### config.mk
export PLATFORM = sky130hd
export DESIGN_NAME = text_tab_expand_crlf_strip
export DESIGN_NICKNAME = d
export VERILOG_FILES = /design/src/rtl/ttecs_pkg.sv /design/src/rtl/ttecs_ctrl.sv /design/src/rtl/ttecs_dp.sv /design/src/rtl/text_tab_expand_crlf_strip.sv
export SDC_FILE = /design/constraint.sdc
export NUM_CORES = 1
export LEC_CHECK = 0
export ABC_CLOCK_PERIOD_IN_PS = 4700
export BUFFER_PORTS_ARGS = -buffer_cell sky130_fd_sc_hd__buf_2
export CORE_UTILIZATION = 58
export DETAILED_ROUTE_END_ITERATION = 12
export PLACE_DENSITY = 0.8
export SLEW_MARGIN = 40
export SYNTH_ARGS = -nofsm -noshare
export SYNTH_HDL_FRONTEND = slang
export SYNTH_SLANG_ARGS = --single-unit
### constraint.sdc
create_clock -name clock -period 4.7 [get_ports clock]
set_clock_uncertainty 0.05 [all_clocks]
set_input_delay 0.705 -clock clock [delete_from_list [all_inputs] [get_ports clock]]
set_output_delay 0.705 -clock clock [all_outputs]
set_load 0.01 [all_outputs]
### src/rtl/ttecs_pkg.sv
// Shared constants and controller/datapath interface types for the text cleaner.
package ttecs_pkg;

   localparam logic [7:0] CHAR_CTRL_Z     = 8'h1A;
   localparam logic [6:0] CHAR_TAB        = 7'd9;
   localparam logic [6:0] CHAR_LF         = 7'd10;
   localparam logic [6:0] CHAR_CR         = 7'd13;
   localparam logic [6:0] CHAR_SPACE      = 7'h20;
   localparam logic [6:0] TAB_WIDTH_RESET = 7'd4;

   // Commands from the controller to the datapath.
   typedef struct packed {
      logic accept;    // a request is taken this cycle
      logic tab_step;  // load the next space of a running tab expansion
   } ttecs_cmd_type;

   // Status from the datapath to the controller.
   typedef struct packed {
      logic emit;      // the offered request gives at least one result
      logic multi;     // the offered request is a tab that gives more than one space
      logic cnt_one;   // exactly one space of the running expansion is left
   } ttecs_status_type;

endpackage

### src/rtl/ttecs_ctrl.sv
// Controller: handshake control and the tab expansion sequencer.
module ttecs_ctrl (
   input  logic                        clock,
   input  logic                        reset,
   input  logic                        req_tvalid,
   output logic                        req_tready,
   output logic                        rsp_tvalid,
   input  logic                        rsp_tready,
   output ttecs_pkg::ttecs_cmd_type    cmd,
   input  ttecs_pkg::ttecs_status_type status
);
   import ttecs_pkg::*;

   typedef enum logic {ST_RUN, ST_TAB} state_type;

   state_type state_ff, state_in;
   logic      out_valid_ff, out_valid_in;
   logic      slot_free;

   // The output register can be loaded when empty or when its content leaves now.
   assign slot_free = !out_valid_ff || rsp_tready;

   always_comb begin
      state_in     = state_ff;
      out_valid_in = out_valid_ff && !rsp_tready;
      req_tready   = 1'b0;
      cmd          = '0;
      unique case (state_ff)
         ST_RUN: begin
            req_tready = slot_free;
            if (req_tvalid && slot_free) begin
               cmd.accept = 1'b1;
               if (status.emit) begin
                  out_valid_in = 1'b1;
                  if (status.multi) begin
                     state_in = ST_TAB;
                  end
               end
            end
         end
         ST_TAB: begin
            if (slot_free) begin
               cmd.tab_step = 1'b1;
               out_valid_in = 1'b1;
               if (status.cnt_one) begin
                  state_in = ST_RUN;
               end
            end
         end
         default: begin
            state_in = ST_RUN;
         end
      endcase
   end

   always_ff @(posedge clock) begin
      if (reset) begin
         state_ff     <= ST_RUN;
         out_valid_ff <= 1'b0;
      end else begin
         state_ff     <= state_in;
         out_valid_ff <= out_valid_in;
      end
   end

   assign rsp_tvalid = out_valid_ff;

endmodule

### src/rtl/ttecs_dp.sv
// Datapath: stream state, tab width register, byte decode and output register.
module ttecs_dp #(
   parameter int MAX_TAB_WIDTH = 64
) (
   input  logic                         clock,
   input  logic                         reset,
   input  logic                         csr_we,
   input  logic [6:0]                   csr_wdata,
   input  logic [7:0]                   req_char,
   input  logic                         req_new_file,
   input  ttecs_pkg::ttecs_cmd_type     cmd,
   output ttecs_pkg::ttecs_status_type  status,
   output logic [6:0]                   out_char,
   output logic                         out_last
);
   import ttecs_pkg::*;

   localparam int PW = (MAX_TAB_WIDTH > 1) ? $clog2(MAX_TAB_WIDTH) : 1;
   localparam int EW = $clog2(MAX_TAB_WIDTH + 1);
   localparam int CW = (EW > 7) ? EW : 7;

   logic [6:0]    tab_width_ff;
   logic [PW-1:0] phase_ff, phase_in;
   logic          cr_ff, cr_in;
   logic          stop_ff, stop_in;
   logic [PW-1:0] cnt_ff;
   logic [6:0]    out_char_ff;
   logic          out_last_ff;

   logic [CW-1:0] tw_ext;
   logic [EW-1:0] width;
   logic [PW-1:0] phase_nf;
   logic          cr_nf;
   logic          stop_nf;
   logic [PW-1:0] phase_cur;
   logic [EW-1:0] phase_inc;
   logic [EW-1:0] spaces;
   logic [6:0]    ch;
   logic          is_ctrl_z;
   logic          is_drop;
   logic          is_tab;
   logic          is_cr;
   logic [6:0]    first_char;
   logic          first_last;

   // Effective tab width: zero counts as one, larger values saturate.
   always_comb begin
      tw_ext = CW'(tab_width_ff);
      if (tw_ext == '0) begin
         width = EW'(1);
      end else if (tw_ext > CW'(MAX_TAB_WIDTH)) begin
         width = EW'(MAX_TAB_WIDTH);
      end else begin
         width = EW'(tw_ext);
      end
   end

   always_comb begin
      phase_nf  = req_new_file ? '0 : phase_ff;
      cr_nf     = req_new_file ? 1'b0 : cr_ff;
      stop_nf   = stop_ff && !req_new_file;
      phase_cur = (EW'(phase_nf) >= width) ? '0 : phase_nf;
      phase_inc = EW'(phase_cur) + EW'(1);
      spaces    = width - EW'(phase_cur);
      ch        = req_char[6:0];
      is_ctrl_z = (req_char == CHAR_CTRL_Z);
      is_drop   = cr_nf && (ch == CHAR_LF);
      is_tab    = (ch == CHAR_TAB);
      is_cr     = (ch == CHAR_CR);

      status.emit    = !stop_nf && !is_ctrl_z && !is_drop;
      status.multi   = is_tab && (spaces != EW'(1));
      status.cnt_one = (cnt_ff == PW'(1));

      if (is_tab) begin
         first_char = CHAR_SPACE;
         first_last = (spaces == EW'(1));
      end else if (is_cr) begin
         first_char = CHAR_LF;
         first_last = 1'b1;
      end else begin
         first_char = ch;
         first_last = 1'b1;
      end

      // A stopped stream leaves every state bit as it is.
      phase_in = phase_ff;
      cr_in    = cr_ff;
      stop_in  = stop_ff;
      if (!stop_nf) begin
         cr_in = 1'b0;
         if (is_ctrl_z) begin
            stop_in  = 1'b0 | 1'b1;
            phase_in = phase_nf;
         end else begin
            stop_in = 1'b0;
            if (is_drop) begin
               phase_in = phase_cur;
            end else if (is_tab) begin
               phase_in = '0;
            end else if (is_cr) begin
               phase_in = '0;
               cr_in    = 1'b1;
            end else begin
               phase_in = (phase_inc >= width) ? '0 : PW'(phase_inc);
            end
         end
      end
   end

   always_ff @(posedge clock) begin
      if (reset) begin
         tab_width_ff <= TAB_WIDTH_RESET;
         phase_ff     <= '0;
         cr_ff        <= 1'b0;
         stop_ff      <= 1'b0;
      end else begin
         if (csr_we) begin
            tab_width_ff <= csr_wdata;
         end
         if (cmd.accept) begin
            phase_ff <= phase_in;
            cr_ff    <= cr_in;
            stop_ff  <= stop_in;
         end
      end
   end

   always_ff @(posedge clock) begin
      if (cmd.accept) begin
         out_char_ff <= first_char;
         out_last_ff <= first_last;
         cnt_ff      <= PW'(spaces - EW'(1));
      end else if (cmd.tab_step) begin
         out_char_ff <= CHAR_SPACE;
         out_last_ff <= (cnt_ff == PW'(1));
         cnt_ff      <= cnt_ff - PW'(1);
      end
   end

   assign out_char = out_char_ff;
   assign out_last = out_last_ff;

endmodule

### src/rtl/text_tab_expand_crlf_strip.sv
// Top level of the text cleaner: tab expansion and CR/LF normalization.
//
// Each request carries one raw byte and a new-file flag; the block returns
// seven-bit characters. A raw 0x1A stops the stream until a request with
// the new-file flag arrives. A tab becomes spaces up to the next tab stop
// (the column is tracked modulo the tab width), a CR becomes a single LF and
// swallows an LF that directly follows it, and every other byte is passed
// through with bit 7 cleared. Ordinary, dropped and ignored bytes are taken
// at one request per clock while the output side keeps up, because a
// registered output stage separates the two channels. A tab that yields n
// spaces holds off the request side until its last space is loaded: the
// first space is loaded when the request is taken, and a down counter in
// the datapath loads the other n-1 spaces one per cycle while the result
// side accepts them. The tab width register may be written only while the
// block is idle; zero acts as one and values above MAX_TAB_WIDTH saturate
// to it. No memory and no clearing pass after reset.
module text_tab_expand_crlf_strip #(
   parameter int MAX_TAB_WIDTH = 64
) (
   input  logic       clock,
   input  logic       reset,
   // Configuration: tab_width.
   input  logic       csr_we,
   input  logic [6:0] csr_wdata,
   // Request channel.
   input  logic       req_tvalid,
   output logic       req_tready,
   input  logic [7:0] req_tdata,    // [7:0] char_in
   input  logic       req_tuser,    // [0] new_file
   // Result channel.
   output logic       rsp_tvalid,
   input  logic       rsp_tready,
   output logic [7:0] rsp_tdata,    // [6:0] out_char, [7] zero fill
   output logic       rsp_tlast     // last
);
   import ttecs_pkg::*;

   ttecs_cmd_type    cmd;
   ttecs_status_type status;
   logic [6:0]       out_char;

   // The controller owns the handshakes and sequences tab expansion.
   ttecs_ctrl u_ctrl (
      .clock      (clock),
      .reset      (reset),
      .req_tvalid (req_tvalid),
      .req_tready (req_tready),
      .rsp_tvalid (rsp_tvalid),
      .rsp_tready (rsp_tready),
      .cmd        (cmd),
      .status     (status)
   );

   // The datapath keeps the column, the pending CR and the stop flag.
   ttecs_dp #(
      .MAX_TAB_WIDTH (MAX_TAB_WIDTH)
   ) u_dp (
      .clock        (clock),
      .reset        (reset),
      .csr_we       (csr_we),
      .csr_wdata    (csr_wdata),
      .req_char     (req_tdata),
      .req_new_file (req_tuser),
      .cmd          (cmd),
      .status       (status),
      .out_char     (out_char),
      .out_last     (rsp_tlast)
   );

   assign rsp_tdata = {1'b0, out_char};

endmodule

# [Yosys cells after proc, flatten, opt, wreduce, memory -nomap -nowiden]
# Cells that the tools add are included.
[word_totals] in_bits=21 elab_cells=81 reg_bits=31 out_inout_bits=11
[classes] bitwise_logic=2 reduce_logical=17 n_addsub=4 mux=39 eq_ne=7 magnitude_cmp=3
[ops] cell="6-bit two-way mux" count=9
[ops] cell="7-bit two-way mux" count=6
[ops] cell="1-bit two-way mux" count=22
[ops] cell="7-bit by 4-bit == test with 1-bit output (second input constant)" count=3
[ops] cell="6-bit by 1-bit subtractor with 6-bit output (second input constant)" count=2
[ops] cell="8-bit by 5-bit == test with 1-bit output (second input constant)" count=1
[ops] cell="6-bit by 1-bit adder with 7-bit output (second input constant)" count=1
[ops] cell="7-bit by 1-bit == test with 1-bit output (second input constant)" count=1
[ops] cell="6-bit by 7-bit >= comparator with 1-bit output" count=1
[ops] cell="7-bit >= comparator" count=1
[ops] cell="7-bit greater-than comparator (second input constant)" count=1
[ops] cell="1-bit logical AND" count=7
[ops] cell="7-bit logical NOT" count=1
[ops] cell="7-bit by 1-bit inequality test with 1-bit output (second input constant)" count=1
[ops] cell="7-bit by 6-bit subtractor with 7-bit output" count=1
[ops] cell="6-bit by 1-bit == test with 1-bit output (second input constant)" count=1
[ops] cell="1-bit logical NOT" count=6
[ops] cell="1-bit case mux with 2 select lines" count=2
[ops] cell="1-bit NOT" count=2
[ops] cell="2-bit AND reduction" count=1
[ops] cell="2-bit nonzero test" count=1
[ops] cell="1-bit logical OR" count=1

# [Depth between registers and ports, before layout]
# Gate-level depths: netlist (run 1).
[logic_depth] depth_word=12 depth_mapped=21 mapped_depth_nobuf=20

# [Cells and area by module]
# From an unflattened synthesis (run 1), not the netlist that was laid out.
[hier_totals] cells_unflattened=267 area_unflattened_um2=2377.3
[modules_own_cells] module="ttecs_dp" seq_area_each_um2=720.7 instances=1 cells_per_inst=253 area_per_inst_um2=2249.7
[modules_own_cells] module="ttecs_ctrl" seq_area_each_um2=40.0 instances=1 cells_per_inst=12 area_per_inst_um2=116.4
[modules_own_cells] module="text_tab_expand_crlf_strip" seq_area_each_um2=0.0 instances=1 cells_per_inst=2 area_per_inst_um2=11.3

# [Worst setup path before layout (run 1)]
# Ideal clock, no wire load.
[synth_path] kind="input-to-reg" startpoint="in req_tuser" endpoint="reg u_dp.phase_ff[1]" n_path_buf=2 path_stages=20 setup_time_ps=86 required_time_ps=4564 setup_slack_ps=569 arrival_time_ps=3995 path_cell_list="buf_2 > inv_1 > nand2_1 > ha_1 > nand2b_1 > a31oi_1 > o22ai_1 > buf_6 > nor3b_2 > ha_1 > nand3_1 > xor2_1 > or3_4 > inv_1 > ha_1 > o2111a_1 > o31ai_1 > nand3_2 > o21a_1 > a211oi_1"
[synth_via] elab_chain_len=10 word_cells_on_any_way=16 classes_between="add/sub: 1; order compare: 2; mux: 8; bitwise: 1; reduce/logical: 4"
[synth_lines] item="from (decl)" line="text_tab_expand_crlf_strip.sv:29" text="input logic req_tuser,"
[synth_lines] item="6-bit two-way mux" line="ttecs_dp.sv:59" text="phase_nf = req_new_file ? '0 : phase_ff;"
[synth_lines] item="6-bit by 7-bit >= comparator with 1-bit output" line="ttecs_dp.sv:62" text="phase_cur = (EW'(phase_nf) >= width) ? '0 : phase_nf;"
[synth_lines] item="6-bit two-way mux" line="ttecs_dp.sv:62"
[synth_lines] item="6-bit by 1-bit adder with 7-bit output" line="ttecs_dp.sv:63" text="phase_inc = EW'(phase_cur) + EW'(1);"
[synth_lines] item="7-bit >= comparator" line="ttecs_dp.sv:105" text="phase_in = (phase_inc >= width) ? '0 : PW'(phase_inc);"
[synth_lines] item="6-bit two-way mux" line="ttecs_dp.sv:105"
[synth_lines] item="6-bit two-way mux" line="ttecs_dp.sv:101" text="end else if (is_cr) begin"
[synth_lines] item="6-bit two-way mux" line="ttecs_dp.sv:99" text="end else if (is_tab) begin"
[synth_lines] item="6-bit two-way mux" line="ttecs_dp.sv:97" text="if (is_drop) begin"
[synth_lines] item="6-bit two-way mux" line="ttecs_dp.sv:92" text="if (is_ctrl_z) begin"
[synth_lines] item="to (signal assigned)" line="ttecs_dp.sv:122" text="phase_ff <= phase_in;"
[synth_lines] item="to (decl)" line="ttecs_dp.sv:23" text="logic [PW-1:0] phase_ff, phase_in;"
# Several ways; a longest one is shown, not always the timed one.
# A chain may end at the register's enable or synchronous reset.

# [Final worst setup path (run 1)]
[layout_path] startpoint="reg u_dp.tab_width_ff[1]" endpoint="reg u_dp.cnt_ff[5], data pin"
[layout_via] elab_chain_len=8 word_cells_on_any_way=9 classes_between="add/sub: 2; order compare: 2; mux: 4; reduce/logical: 1"
[layout_lines] item="from (decl)" line="ttecs_dp.sv:22" text="logic [6:0] tab_width_ff;"
[layout_lines] item="from (signal assigned)" line="ttecs_dp.sv:119" text="tab_width_ff <= csr_wdata;"
[layout_lines] item="7-bit greater-than comparator" line="ttecs_dp.sv:51" text="end else if (tw_ext > CW'(MAX_TAB_WIDTH)) begin"
[layout_lines] item="7-bit two-way mux" line="ttecs_dp.sv:51"
[layout_lines] item="7-bit two-way mux *" line="ttecs_dp.sv:49" text="if (tw_ext == '0) begin"
[layout_lines] item="6-bit by 7-bit >= comparator with 1-bit output" line="ttecs_dp.sv:62"
[layout_lines] item="6-bit two-way mux" line="ttecs_dp.sv:62"
[layout_lines] item="7-bit by 6-bit subtractor with 7-bit output *" line="ttecs_dp.sv:64" text="spaces = width - EW'(phase_cur);"
[layout_lines] item="6-bit by 1-bit subtractor with 6-bit output *" line="ttecs_dp.sv:133" text="cnt_ff <= PW'(spaces - EW'(1));"
[layout_lines] item="6-bit two-way mux *" line="ttecs_dp.sv:130" text="if (cmd.accept) begin"
[layout_lines] item="to (signal assigned)" line="ttecs_dp.sv:133"
[layout_lines] item="to (signal assigned)" line="ttecs_dp.sv:137" text="cnt_ff <= cnt_ff - PW'(1);"
[layout_lines] item="to (decl)" line="ttecs_dp.sv:26" text="logic [PW-1:0] cnt_ff;"
# Every way passes the cells marked *; elsewhere a longest branch is shown, timed or not.

==> results.json, run 1 <==
{
  "drt-total-wl_um": 4940,
  "drive_gt1_share_pct": 16.3,
  "cts_root_buf": "clkbuf_8",
  "worstSetupPathType": "flop to flop",
  "grt_pass1_vias": 1952,
  "worst_slew_pin_slew_ns": 0.636,
  "r2r_end": "u_dp.cnt_ff[5]",
  "critical-path-slowest-cell": "or4_1",
  "syn_inst": 267,
  "switchingPower_mw": 0.220,
  "core_um2": 3770,
  "cp_slowest_stage_delay_ns": 0.51,
  "antenna_cells": 0,
  "ys_dominant_reg_cell": "dfxtp_1",
  "antenna_left": 0,
  "placed_cells": 340,
  "hold_viol_final": 0,
  "synth_mux_area_share_pct": 4.26,
  "yosys_warnings": 0,
  "async_flop_share_pct": 0,
  "finalCritPeriodShare_pct": 92.2,
  "crit_path_end_kind": "flop",
  "syn_area_um2": 2350,
  "synth-simple-area-share_pct": 24.4,
  "start_kind": "flop",
  "portBuffers": 30,
  "yosysTopAreaCell": "edfxtp_1",
  "die_h_um": 65.6,
  "period_needed_ns": 4.33,
  "use_met1_pct": 30.7,
  "fillCellCount": 308,
  "cts_max_path_buffers": 2,
  "fmax_mhz": 231,
  "pwr-share-seq_pct": 45.2,
  "max-vdd-ir-drop_v": 0.000138,
  "hold_class": "flop to flop",
  "hold_depth": 2,
  "drc": 0,
  "synth_xor_area_share_pct": 5.59,
  "grt_start_max_net_pins": 18,
  "grt_pass1_wl_um": 8480,
  "swShare_pct": 30.9,
  "cts_buffers": 5,
  "slew_headroom_pct": 57.6,
  "path_buf_inv": 2,
  "start_util_pct": 62.3,
  "area_growth_pct": 11.9,
  "met3_usage_pct": 6.42,
  "first_pass_iters": 4,
  "crit_chain": "or4_1, nor2_1, o21a_1, ha_1, nand2b_1, a31oi_1, o22ai_1, nor3b_2, buf_4, ha_1, inv_1, fa_1, a211oi_1, nor2_1, xor2_1, nor3_1, xor2_1, a21oi_1",
  "grt_use_total_pct": 26.0,
  "clkPwrFrac_pct": 27.3,
  "synth_edf_count": 14,
  "r2r-start": "u_dp.tab_width_ff[1]",
  "grt_overflow_total": 0,
  "synthAdderAreaFrac_pct": 13.6,
  "internal_power_mw": 0.493,
  "antenna_found_initial": 0,
  "cpLargestDelayFamily": "simple AND/OR/NAND/NOR gates",
  "io_pins": 32,
  "clkTransAtPathRegs_ns": 0.06,
  "synth-compound-area-share_pct": 14.5,
  "wire_per_inst_um": 14.2,
  "arrival_ns": 4.30,
  "power.total_mw": 0.714,
  "finalSetupTns_ns": 0,
  "cts_tree": "built",
  "syn_avg_cell_area_um2": 8.80,
  "synth_commonest_cells": "28 x nor2_1, 24 x ha_1, 21 x nand2_1",
  "yosysSeqAreaShare_pct": 32.4,
  "insertion_delay_ns": 0.28,
  "finalMaxSlewViolations": 0,
  "cts_resized": 0,
  "p_leak_nw": 1.21,
  "drv_cap": 0,
  "combPwrFrac_pct": 27.6,
  "rows": 22,
  "die_area_um2": 4310,
  "syn-num-nets": 313,
  "critPathMaxFanout": 4,
  "timing.hold.ws_ns": 0.427,
  "power_per_cell_area_nw_per_um2": 271,
  "status": "completed",
  "cp-startpoint": "u_dp.tab_width_ff[1]",
  "busiest_layer": "met2",
  "nets": 346,
  "die_x_um": 65.6,
  "cp.depth": 18,
  "finalNonFillerCells": 349,
  "r2r_slack_ns": 0.37,
  "ys_ff_latch": 31,
  "synth_top_family_by_area": "simple AND/OR/NAND/NOR gates",
  "drt_iter0_drc": 192,
  "yosysMostFrequentCell": "nor2_1",
  "dpl.hpwl_um": 3940,
  "worst-r2r-cell-count": 18,
  "cp_data_required_time_ns": 4.67,
  "vias": 2037,
  "viasPerCell": 5.84,
  "routabilityCongestion": 0.957,
  "met2_usage_pct": 44.0,
  "htreeDepth": 2,
  "yosysTopAreaCellShare_pct": 17.9,
  "synth.distinct_cells": 56,
  "endpoint": "u_dp.cnt_ff[5]",
  "setup_viol": 0,
  "numClockSinks": 31,
  "synth_area_leaders": "edfxtp_1 18%, dfxtp_1 14%, ha_1 13%, nor2_1 4.5%, mux2i_1 4.3%"
}
## flip-flops by register name, summed over array words and instances (netlist names), 6 cells and up
name and count:
u_dp.out_char 7, u_dp.tab_width_ff 7, u_dp.cnt_ff 6, u_dp.phase_ff 6
## worst register-to-register path, delay by kind of cell (launching register included)
family	cells	cell delay, ns
compound gates	5	0.87
simple gates	6	1.42
buf+inv	2	0.22
fa+ha+maj	3	0.80
flops	1	0.32
xor+xnor	2	0.39
## kinds of logic after synthesis
family	after synthesis
buffers and inverters	28
multiplexers	10
AND/OR/NAND/NOR	107
flip-flops	31
other	1
XOR/XNOR	15
AO/OA/AOI/OAI	50
adder cells (fa/ha/maj)	25
## power groups by stage
stage / registers, mW / clock network, mW / logic [mW]
final: 0.322 / 0.195 / 0.197
after CTS: 0.322 / 0.197 / 0.197
after detailed placement: 0.328 / 0 / 0.195
after global placement: 0.327 / 0 / 0.189
after floorplan: 0.327 / 0 / 0.144
after global routing: 0.324 / 0.209 / 0.224
## layout make-up
class / instances / area (µm²) / share of cell area (%)
multi-input cells: 208 / 1470 / 56.0
flip-flops and latches: 31 / 761 / 28.9
repair buffers: 34 / 180 / 6.85
inverters: 20 / 75.1 / 2.86
clock buffers: 6 / 72.6 / 2.76
well taps: 48 / 60.1 / 2.28
clock inverters: 2 / 7.51 / 0.286
## placed cells by master (no fill, tap or decap), types with 9 or more instances in the layout
| cell type | count |
|---|---|
| nor2_1 | 27 |
| mux2i_1 | 10 |
| nand2_1 | 21 |
| edfxtp_1 | 14 |
| ha_1 | 24 |
| buf_2 | 30 |
| dfxtp_1 | 17 |
| nand3_1 | 9 |
| inv_1 | 18 |
| a21oi_1 | 14 |
## metrics by stage
step	util [%]	area [µm²]	setup slack, ns
global route	69.7	2630	-0.00425
detailed placement	67.4	2540	0.272
CTS	69.5	2620	0.321
floorplan	-	2350	0.569
global placement	67.3	2540	0.390
finish	69.7	2630	0.368
## worst min-delay path by stage
stage / start / endpoint / slack, ns
5_1_grt: u_dp.cr_ff / u_dp.cr_ff / 0.45
2_1_floorplan: u_dp.cr_ff / u_dp.cr_ff / 0.39
6_report: u_dp.cr_ff / u_dp.cr_ff / 0.43
4_1_cts: u_dp.cr_ff / u_dp.cr_ff / 0.42
3_5_place_dp: u_dp.cr_ff / u_dp.cr_ff / 0.42
3_3_place_gp: u_dp.cr_ff / u_dp.cr_ff / 0.40
## routing by layer
metal  part of all wire, %  up-vias
li1                      -     1019
met1                    43      933
met2                    49       72
met3                   5.9       13
met4                   2.0        0
met5                     0        -
## repair_timing
action,in CTS,in global routing
setup buffers,0,1
endpoints found under the setup margin,0,2
hold buffers,0,0
hold endpoints to repair,0,0
(Power assumes the default switching activity.)
==> run 2: changes to the inputs <==
- GPL_TIMING_DRIVEN: unset -> 0
- SYNTH_HIERARCHICAL: unset -> 1
==> run 2 against run 1 <==
Net effect:
- maximum frequency down 0.84%
- sequential share of layout area decreased by 0.67 points
- via count decreased by 3.0%
- utilization grew 1.1 points
- combinational power up 9.6%
- count of clock-buffer cells in the layout is 1 lower
- routed wire length fell by 4.6%
- sequential power about the same
- sequential cell count did not move
- die area up 1.2%
- total power up 4.4%
- global-route usage shrank 0.92 points
==> results.json, run 2 <==
{
  "antenna_found_initial": 0,
  "routabilityCongestion": 0.997,
  "layout_common_cells": "29 x buf_2, 27 x nand2_1, 26 x nor2_1, 23 x ha_1, 18 x inv_1",
  "routed-wl-met3_um": 234,
  "hold_viol_final": 0,
  "finalCritPeriodShare_pct": 93.0,
  "hold_depth": 2,
  "synth_edf_count": 14,
  "yosysTopAreaCell": "edfxtp_1",
  "status": "completed",
  "start_util_pct": 62.6,
  "drt_iter0_drc": 118,
  "place_ws_ns": 0.187,
  "drive_gt1_share_pct": 19.1,
  "finalMaxSlewViolations": 0,
  "grt_use_total_pct": 25.0,
  "syn-num-nets": 313,
  "clkTransAtPathRegs_ns": 0.07,
  "grt_pass1_wl_um": 8210,
  "fmax_mhz": 229,
  "r2r_slack_ns": 0.33,
  "grt_overflow_total": 0,
  "grt_pass1_vias": 1916,
  "syn_area_um2": 2380,
  "portBuffers": 29,
  "worstSetupPathType": "flop to flop",
  "yosysMostFrequentCell": "nand2_1",
  "met1_length_um": 2230,
  "die_h_um": 66.0,
  "ys_ff_latch": 31,
  "hold_class": "flop to flop",
  "hold_end": "u_dp/phase_ff[5]",
  "rsz0062_at_grt": "no",
  "min_from": "u_dp/phase_ff[5]",
  "vias": 1975,
  "dpl.hpwl_um": 3720,
  "wire_per_inst_um": 13.4,
  "synth_commonest_cells": "27 x nand2_1, 26 x nor2_1, 24 x ha_1",
  "antenna_left": 0,
  "drv_cap": 0,
  "insertion_delay_ns": 0.29,
  "fin_ws_ns": 0.331,
  "critPathMaxFanout": 7,
  "htreeDepth": 2,
  "max-vdd-ir-drop_v": 0.000213,
  "mostFrequentLayoutCell": "buf_2",
  "core_um2": 3800,
  "period_needed_ns": 4.37,
  "top_layer_used": "met4",
  "viasPerCell": 5.61,
  "wl_met2_um": 2140,
  "power.total_mw": 0.745,
  "fillCellCount": 310,
  "drt-total-wl_um": 4720,
  "worst-r2r-cell-count": 18,
  "p_leak_nw": 1.23,
  "hold_buffers": 0,
  "cts_resized": 0,
  "async_flop_share_pct": 0,
  "io_pins": 32,
  "setup_viol": 0,
  "area_growth_pct": 13.2,
  "cts_buffers": 5,
  "start_kind": "flop",
  "first_pass_iters": 4,
  "arrival_ns": 4.50,
  "cts_root_buf": "clkbuf_8",
  "r2r_end": "u_ctrl/state_ff",
  "cts_max_path_buffers": 2,
  "syn_inst": 267,
  "slew_headroom_pct": 65.9,
  "synth.distinct_cells": 58,
  "yosys_warnings": 6,
  "r2r-start": "u_dp/tab_width_ff[1]",
  "die_x_um": 66.0,
  "crit_path_end_kind": "flop",
  "yosysSeqAreaShare_pct": 32.0,
  "die_area_um2": 4360,
  "cp_data_required_time_ns": 4.83,
  "rows": 22,
  "syn_avg_cell_area_um2": 8.90,
  "nets": 349,
  "power_per_cell_area_nw_per_um2": 277,
  "antenna_cells": 0,
  "synth_area_leaders": "edfxtp_1 18%, dfxtp_1 14%, ha_1 13%, mux2i_1 4.6%, nand2_1 4.3%",
  "worst_slew_pin_slew_ns": 0.511,
  "numClockSinks": 31,
  "finalSetupTns_ns": 0,
  "yosysTopAreaCellShare_pct": 17.7,
  "ys_dominant_reg_cell": "dfxtp_1",
  "postCtsSetupBuffers": 0,
  "drc": 0,
  "grt_start_max_net_pins": 15,
  "cts_tree": "built"
}
## run 2: changes by cell type after synthesis, sizes merged, moves of 3 or more
cell,change
a311oi,+4
nand2b,-4
and2,+5
and3,+3
xor2,+4
nand2,+7
a21oi,-4
xnor2,-4
## run 2: cell type report
type	instances	area [µm²]	share of cell area, %
well taps	48	60.1	2.23
clock inverters	3	15.0	0.558
inverters	21	81.3	3.02
clock buffers	5	68.8	2.56
plain buffers	6	26.3	0.976
flip-flops and latches	31	761	28.3
multi-input cells	209	1530	57.0
repair buffers	29	145	5.39
## run 2: worst max-delay path by stage
stage / from / endpoint / slack, ns / depth (start not counted)
6_report: u_dp/tab_width_ff[1] / u_ctrl/state_ff / 0.33 / 18
5_1_grt: u_dp/tab_width_ff[1] / u_ctrl/state_ff / 0.03 / 18
4_1_cts: u_dp/tab_width_ff[1] / u_ctrl/state_ff / 0.26 / 16
3_5_place_dp: req_tuser / u_ctrl/state_ff / 0.19 / 15
3_3_place_gp: req_tuser / u_ctrl/state_ff / 0.21 / 15
2_1_floorplan: u_dp/tab_width_ff[1] / u_dp/phase_ff[4] / 0.76 / 18
## run 2: cell families (layout without fill, tap and decap cells)
family | Yosys count | after routing | share of synthesized area, %
compound gates | 47 | 47 | 15.4
xor+xnor | 15 | 15 | 5.53
fa+ha+maj | 25 | 25 | 13.5
buf+inv | 27 | 64 | 4.53
flops | 31 | 31 | 32.0
mux | 11 | 11 | 4.63
other cells | 1 | 1 | 0.158
simple gates | 110 | 110 | 24.3
## run 2: critical path, cell delays in order, from the launching register on
cell and delay (ns):
dfxtp_1 0.32, or4_1 0.51, nor2_1 0.10, o21a_1 0.18, ha_1 0.25, nand2b_1 0.16, a31oi_2 0.24, o31a_4 0.21
and3_2 0.25, ha_1 0.17, inv_1 0.05, fa_1 0.43, nand3_1 0.11, nand2_1 0.06, xor2_1 0.18, nor4bb_2 0.42
a41oi_2 0.19, nor3b_1 0.18, a32o_1 0.19
## run 2: routing by layer
layer / up-vias / global-route usage [%]
met4: 0 / 9.04
met3: 9 / 5.17
met1: 891 / 29.9
met5: - / 0
li1: 1025 / -
met2: 50 / 44.0
## run 2: power breakdown
part / total, mW / switching [mW] / internal (mW) / leakage (nW)
combinational: 0.216 / 0.123 / 0.0938 / 0.910
sequential: 0.325 / 0.0156 / 0.310 / 0.276
clock: 0.203 / 0.102 / 0.101 / 0.0477
total: 0.745 / 0.241 / 0.505 / 1.23
## run 2: stage by stage
step | instances | util (%) | instance area [µm²] | hold slack [ns]
after floorplan | 267 | - | 2380 | 0.411
after global placement | 344 | 68.0 | 2580 | 0.430
after detailed placement | 344 | 68.0 | 2580 | 0.436
after CTS | 352 | 70.2 | 2670 | 0.445
after global routing | 352 | 70.8 | 2690 | 0.494
final | 352 | 70.8 | 2690 | 0.442
